**config.mk**
```make
export PLATFORM = sky130hd
export DESIGN_NAME = pbl_front
export DESIGN_NICKNAME = d
export VERILOG_FILES = /design/src/rtl/pbl_pkg.sv /design/src/rtl/pbl_front.sv
export SDC_FILE = /design/constraint.sdc
export NUM_CORES = 1
export LEC_CHECK = 0
export BUFFER_PORTS_ARGS = -buffer_cell sky130_fd_sc_hd__buf_2
export CAP_MARGIN = 5
export CORE_ASPECT_RATIO = 0.6
export CORE_MARGIN = 2
export CORE_UTILIZATION = 52
export DETAILED_ROUTE_END_ITERATION = 12
export PLACE_DENSITY = 0.81
export SYNTH_ARGS = -nofsm -noshare
export SYNTH_HDL_FRONTEND = slang
export SYNTH_SLANG_ARGS = --single-unit
```
**constraint.sdc**
```tcl
create_clock -name clk_i -period 4 [get_ports clk_i]
set_clock_uncertainty 0.15 [all_clocks]
set_input_delay 0.6 -clock clk_i [delete_from_list [all_inputs] [get_ports clk_i]]
set_output_delay 0.6 -clock clk_i [all_outputs]
set_load 0.02 [all_outputs]
```
**src/rtl/pbl_pkg.sv**
```systemverilog
package pbl_pkg;

  localparam int unsigned MaxFramesDef = 64;
  localparam int unsigned TableBitsDef = 10;
  localparam int unsigned PageBitsDef  = 32;
  localparam int unsigned PinBitsDef   = 8;
  localparam int unsigned CfgBits      = 7;
  localparam int unsigned RelBits      = 6;
  localparam int unsigned FuncBits     = 2;

  localparam logic [FuncBits-1:0] FuncRead  = 2'd0;
  localparam logic [FuncBits-1:0] FuncWrite = 2'd1;
  localparam logic [FuncBits-1:0] FuncUnpin = 2'd2;

endpackage

```
**src/rtl/pbl_front.sv**
```systemverilog
module pbl_front import pbl_pkg::*; #(
  parameter int unsigned TableBits = TableBitsDef,
  parameter int unsigned PageBits  = PageBitsDef,
  parameter int unsigned QW        = FuncBits + TableBits + PageBits + RelBits
) (
  input  logic                clk_i,
  input  logic                rst_ni,
  input  logic                push_i,
  output logic                full_o,
  input  logic [QW-1:0]       item_i,
  output logic                q_valid_o,
  output logic [QW-1:0]       q_item_o,
  input  logic                q_take_i
);

  // two-entry queue between the input and the tag engine
  logic [QW-1:0] mem_q [2];
  logic          wp_q, rp_q;
  logic [1:0]    cnt_q;
  logic          do_push, do_pop;

  assign full_o    = cnt_q[1];
  assign do_push   = push_i && !full_o;
  assign q_valid_o = cnt_q != 2'd0;
  assign do_pop    = q_take_i && q_valid_o;
  assign q_item_o  = mem_q[rp_q];

  always_ff @(posedge clk_i) begin
    if (do_push) begin
      mem_q[wp_q] <= item_i;
    end
  end

  always_ff @(posedge clk_i or negedge rst_ni) begin
    if (!rst_ni) begin
      wp_q  <= 1'b0;
      rp_q  <= 1'b0;
      cnt_q <= 2'd0;
    end else begin
      if (do_push) wp_q <= !wp_q;
      if (do_pop)  rp_q <= !rp_q;
      cnt_q <= cnt_q + {1'b0, do_push} - {1'b0, do_pop};
    end
  end

endmodule

```
After elaboration in Yosys (flattened, before gate mapping) --
Memories as Yosys holds them, arrays and structs flattened. Index checks and enable logic that the tools add are counted.
Word-level totals: output and inout bits 52, word-level logic and storage cells 14, flip-flop bits (word level) 4, bits in writable memories 100, memories kept 1
Memories:
- mem_q | depth 2, bits a word 50, read ports 1, clocked after memory_dff 0, write ports 1, RTL line pbl_front.sv:17 | logic [QW-1:0] mem_q [2];
Operators by class: muxes and demuxes 2, reduce and logical (&&, ||, !) cells 6, add/subtract/negate cells 2
Operators by type and width (count):
- $logic_not 1->1 | 3
- $add 2x1->2 | 1
- $logic_and 1x1->1 | 2
- $mux 1 | 2
- $reduce_bool 2->1 | 1
- $sub 2x1->2 | 1

Depth between registers and ports, before layout --
depth in word-level cells 4, depth in mapped cells 5, depth with buffers taken out 5

Worst setup path after synthesis --
OpenSTA, ideal clock, no wires.
path type reg2reg, start register cnt_q[1], end memory mem_q[0][0] in the netlist's numbering (enable), clock period less this slack 3.391 ns, arrival time 2.783 ns, setup time 0.458 ns, path buffers 0, slack 0.609 ns, cell stages (with the launch flop) 3, data required time 3.392 ns, cells stage by stage dfrtp_1 nand2b_4 nor2_1
Between the ends: word-level cells in the longest chain between the ends 4
RTL lines:
- start, declared | RTL line pbl_front.sv:19 | logic [1:0] cnt_q;
- start signal, assigned | RTL line pbl_front.sv:42 | cnt_q <= cnt_q + {1'b0, do_push} - {1'b0, do_pop};
- $logic_not 1->1 | RTL line pbl_front.sv:23 | assign do_push = push_i && !full_o;
- $logic_and 1x1->1 | RTL line pbl_front.sv:23
- $mux 1 | RTL line pbl_front.sv:29 | if (do_push) begin
- $mux 1 (implied by the code) | RTL line pbl_front.sv:30 | mem_q[wp_q] <= item_i;
- end, declared | RTL line pbl_front.sv:17
No other way between the ends.

Worst setup path after layout --
start register rp_q, end output q_item_o[49]
Between the ends: word-level cells in the longest chain between the ends 1
RTL lines:
- start, declared | RTL line pbl_front.sv:18 | logic wp_q, rp_q;
- start signal, assigned | RTL line pbl_front.sv:41 | if (do_pop) rp_q <= !rp_q;
- $mem_v2 2x50
- end, declared | RTL line pbl_front.sv:12 | output logic [QW-1:0] q_item_o,
No other way between the ends.

==> flow_metrics.env <==
export IMPL_fin_setup_tns_ns=0
export IMPL_grt_setup_unrepaired="no"
export IMPL_hold_viol=0
export IMPL_first_pass_iters=4
export IMPL_syn_area_um2=4075
export IMPL_ant_nets=0
export IMPL_final_cells=398
export IMPL_ys_ff_latch=104
export IMPL_cts_sinks=104
export IMPL_r2r_start="cnt_q[1]"
export IMPL_overflow=0
export IMPL_vias=1922
export IMPL_post_route_min_period_ns=2.714
export IMPL_die_area_um2=8584
export IMPL_final_cell_area_um2=4976
export IMPL_crit_arrival_ns=1.96
export IMPL_layout_drive_gt1_share_pct=59.86
export IMPL_synth_area_mux_share_pct=18.33
export IMPL_synthSimpleGateAreaFrac_pct=1.105
export IMPL_clk_pin_slew_worst_paths_ns=0.06
export IMPL_grt_usage_pct=16.71
export IMPL_max_stage_delay_ns=1.04
export IMPL_synth_seq_area_share_pct=76.14
export IMPL_synthXorXnorAreaFrac_pct=0.6448
export IMPL_placed_area_um2=4653
export IMPL_num_rows=24
export IMPL_core_area_um2=7417
export IMPL_worst_path_max_delay_cell="dfrtp_4"
export IMPL_antennaDiodeCount=0
export IMPL_maxCapViolations=0
export IMPL_nets=344
export IMPL_cts_root_buf="clkbuf_16"
export IMPL_die_h_um=72.57
export IMPL_wirelength_um=6686
export IMPL_synthCells=176
export IMPL_vdd_drop_max_v=0.0004448
export IMPL_endpoint_kind="primary output"
export IMPL_status="finished clean"
export IMPL_grt_max_degree=52
export IMPL_synth_top_family_by_area="multiplexers"
export IMPL_dieWidth_um=118.3
export IMPL_yosysWarnings=0
export IMPL_fin_crit_sh_pct=67.84
export IMPL_synth_nets=231
export IMPL_finalSetupViolCount=0
export IMPL_hp_class="in2reg"
export IMPL_place_inst=381
export IMPL_cts_tree="done"
export IMPL_remaining_drc_errors=0
export IMPL_synth_distinct_cells=18
export IMPL_grt_pass1_wl_um=10280
export IMPL_hp_start="item_i[19]"
export IMPL_cts_inserted_buffers=9
export IMPL_cts_max_path_buffers=2
export IMPL_synth_fa_ha_area_share_pct=0.3070
export IMPL_gp_congestion=0.6989
export IMPL_crit_chain="mux2_2, buf_2"
export IMPL_crit_start="rp_q"
export IMPL_wl_per_cell_um=16.80
export IMPL_insertion_delay_ns=0.34
export IMPL_start_util_pct=54.94
export IMPL_dpl_hpwl_um=4556
export IMPL_critPathLaunchType="flip-flop"
export IMPL_worstSetupPathType="reg2out"
export IMPL_viasPerCell=4.829
export IMPL_cp_max_fo=51
export IMPL_fmax_mhz=368.5
export IMPL_synth_compound_area_share_pct=0.6448
export IMPL_syn_avg_cell_area_um2=23.15
export IMPL_ios=106
export IMPL_final_util_pct=67.09
export IMPL_required_ns=3.25
export IMPL_syn_to_final_growth_pct=22.11
export IMPL_relSlewSlack_pct=37.43
export IMPL_initialDrtViolationCount=114
export IMPL_tightest_slew_ns=0.9386
export IMPL_slew_violations=0
export IMPL_port_buffers=105
export IMPL_h_tree_depth=3
export IMPL_antenna_found_initial=1
export IMPL_p_per_area_nw_per_um2=753.4
export IMPL_grt_pass1_vias=2045
export IMPL_p_leak_nw=2.010
repair_timing:
action / CTS / global route
setup buffers: 0 / 0
hold buffers: 1 / 0
gates resized for setup: 0 / 0
hold endpoints to repair: 4 / 0
cells in the final DEF (no fill, tap or decap), drive strengths merged:
master and n:
nand2 2, dfrtp 4, nand2b 2, buf 107
inv 1, clkinv 2, xor2 1, clkbuf 10
clkinvlp 2, a211o 1, dlygate4sd3 1, bufinv 2
xnor2 2, or2 1, o31ai 1, edfxtp 100
mux2 50, a21oi 1, nor2 3, ha 1
metal layers:
metal  vias up  share of wire, %  track usage, %
li1        914                 -               -
met5         -                 0               0
met2        75                44           24.98
met4         0              0.94           4.819
met3         6                11           10.16
met1       927                44           20.63
layout make-up:
| cell class | count | area, um2 |
|---|---|---|
| Clock inverter | 6 | 83.83 |
| Clock buffer | 10 | 229.0 |
| Sequential cell | 104 | 3107 |
| Inverter | 1 | 3.754 |
| Multi-Input combinational cell | 65 | 872.1 |
| Fill cell | 503 | 2441 |
| Tap cell | 104 | 130.1 |
| Timing Repair Buffer | 108 | 550.5 |
state kept, by name, indices dropped and copies added, names as in the netlist:
name / count
rp_q: 1
wp_q: 1
mem_q: 100
cnt_q: 2
logic make-up after synthesis:
family                   after synthesis
buffers and inverters                  7
adder cells (fa/ha/maj)                1
AO/OA/AOI/OAI                          3
AND/OR/NAND/NOR                        8
multiplexers                          50
XOR/XNOR                               3
flip-flops                           104
power by group:
group | internal, mW | total [mW] | switching, mW
Combinational | 0.586 | 1.19 | 0.602
Clock | 0.544 | 0.898 | 0.354
Sequential | 1.46 | 1.66 | 0.205
through the flow:
stage          hold WS [ns]  setup WS (ns)  power [mW]
6_report             0.2964          1.286       3.749
2_1_floorplan        0.1544         0.6091       2.630
3_3_place_gp         0.2611          1.631       2.863
5_1_grt              0.2757          1.184       3.923
3_5_place_dp         0.2607          1.584       2.890
4_1_cts              0.2826          1.237       3.790
cells in the mapped netlist:
cell,number,area [um2]
a211o_1,1,8.760
a21oi_1,1,5.000
buf_12,5,100.1
buf_6,1,11.26
dfrtp_1,4,100.1
edfxtp_1,100,3003
ha_1,1,12.51
inv_1,1,3.750
mux2_2,1,11.26
mux2_4,49,735.7
nand2_1,2,7.510
nand2b_1,1,6.260
nand2b_4,1,13.76
nor2_1,3,11.26
o31ai_2,1,12.51
or2_1,1,6.260
xnor2_1,2,17.52
xor2_1,1,8.760
worst paths after layout:
| check | endpoint | slack [ns] | depth (start not counted) |
|---|---|---|---|
| worst max-delay path | q_item_o[49] | 1.29 | 2 |
| worst min-delay path | mem_q[0][19] | 0.30 | 1 |
| max in group asynchronous | rp_q | 3.12 | 2 |
| min in group asynchronous | cnt_q[0] | 0.45 | 2 |
| worst max register to register | mem_q[1][35] | 1.80 | 3 |
| worst min register to register | wp_q | 0.41 | 1 |
worst max-delay path: cells and delay by family, from the launching register on:
kind	cells	cell delay (ns)
flip-flops	1	1.04
multiplexers	1	0.42
buffers and inverters	1	0.16
No activity file was read; power rests on OpenSTA's default activity.
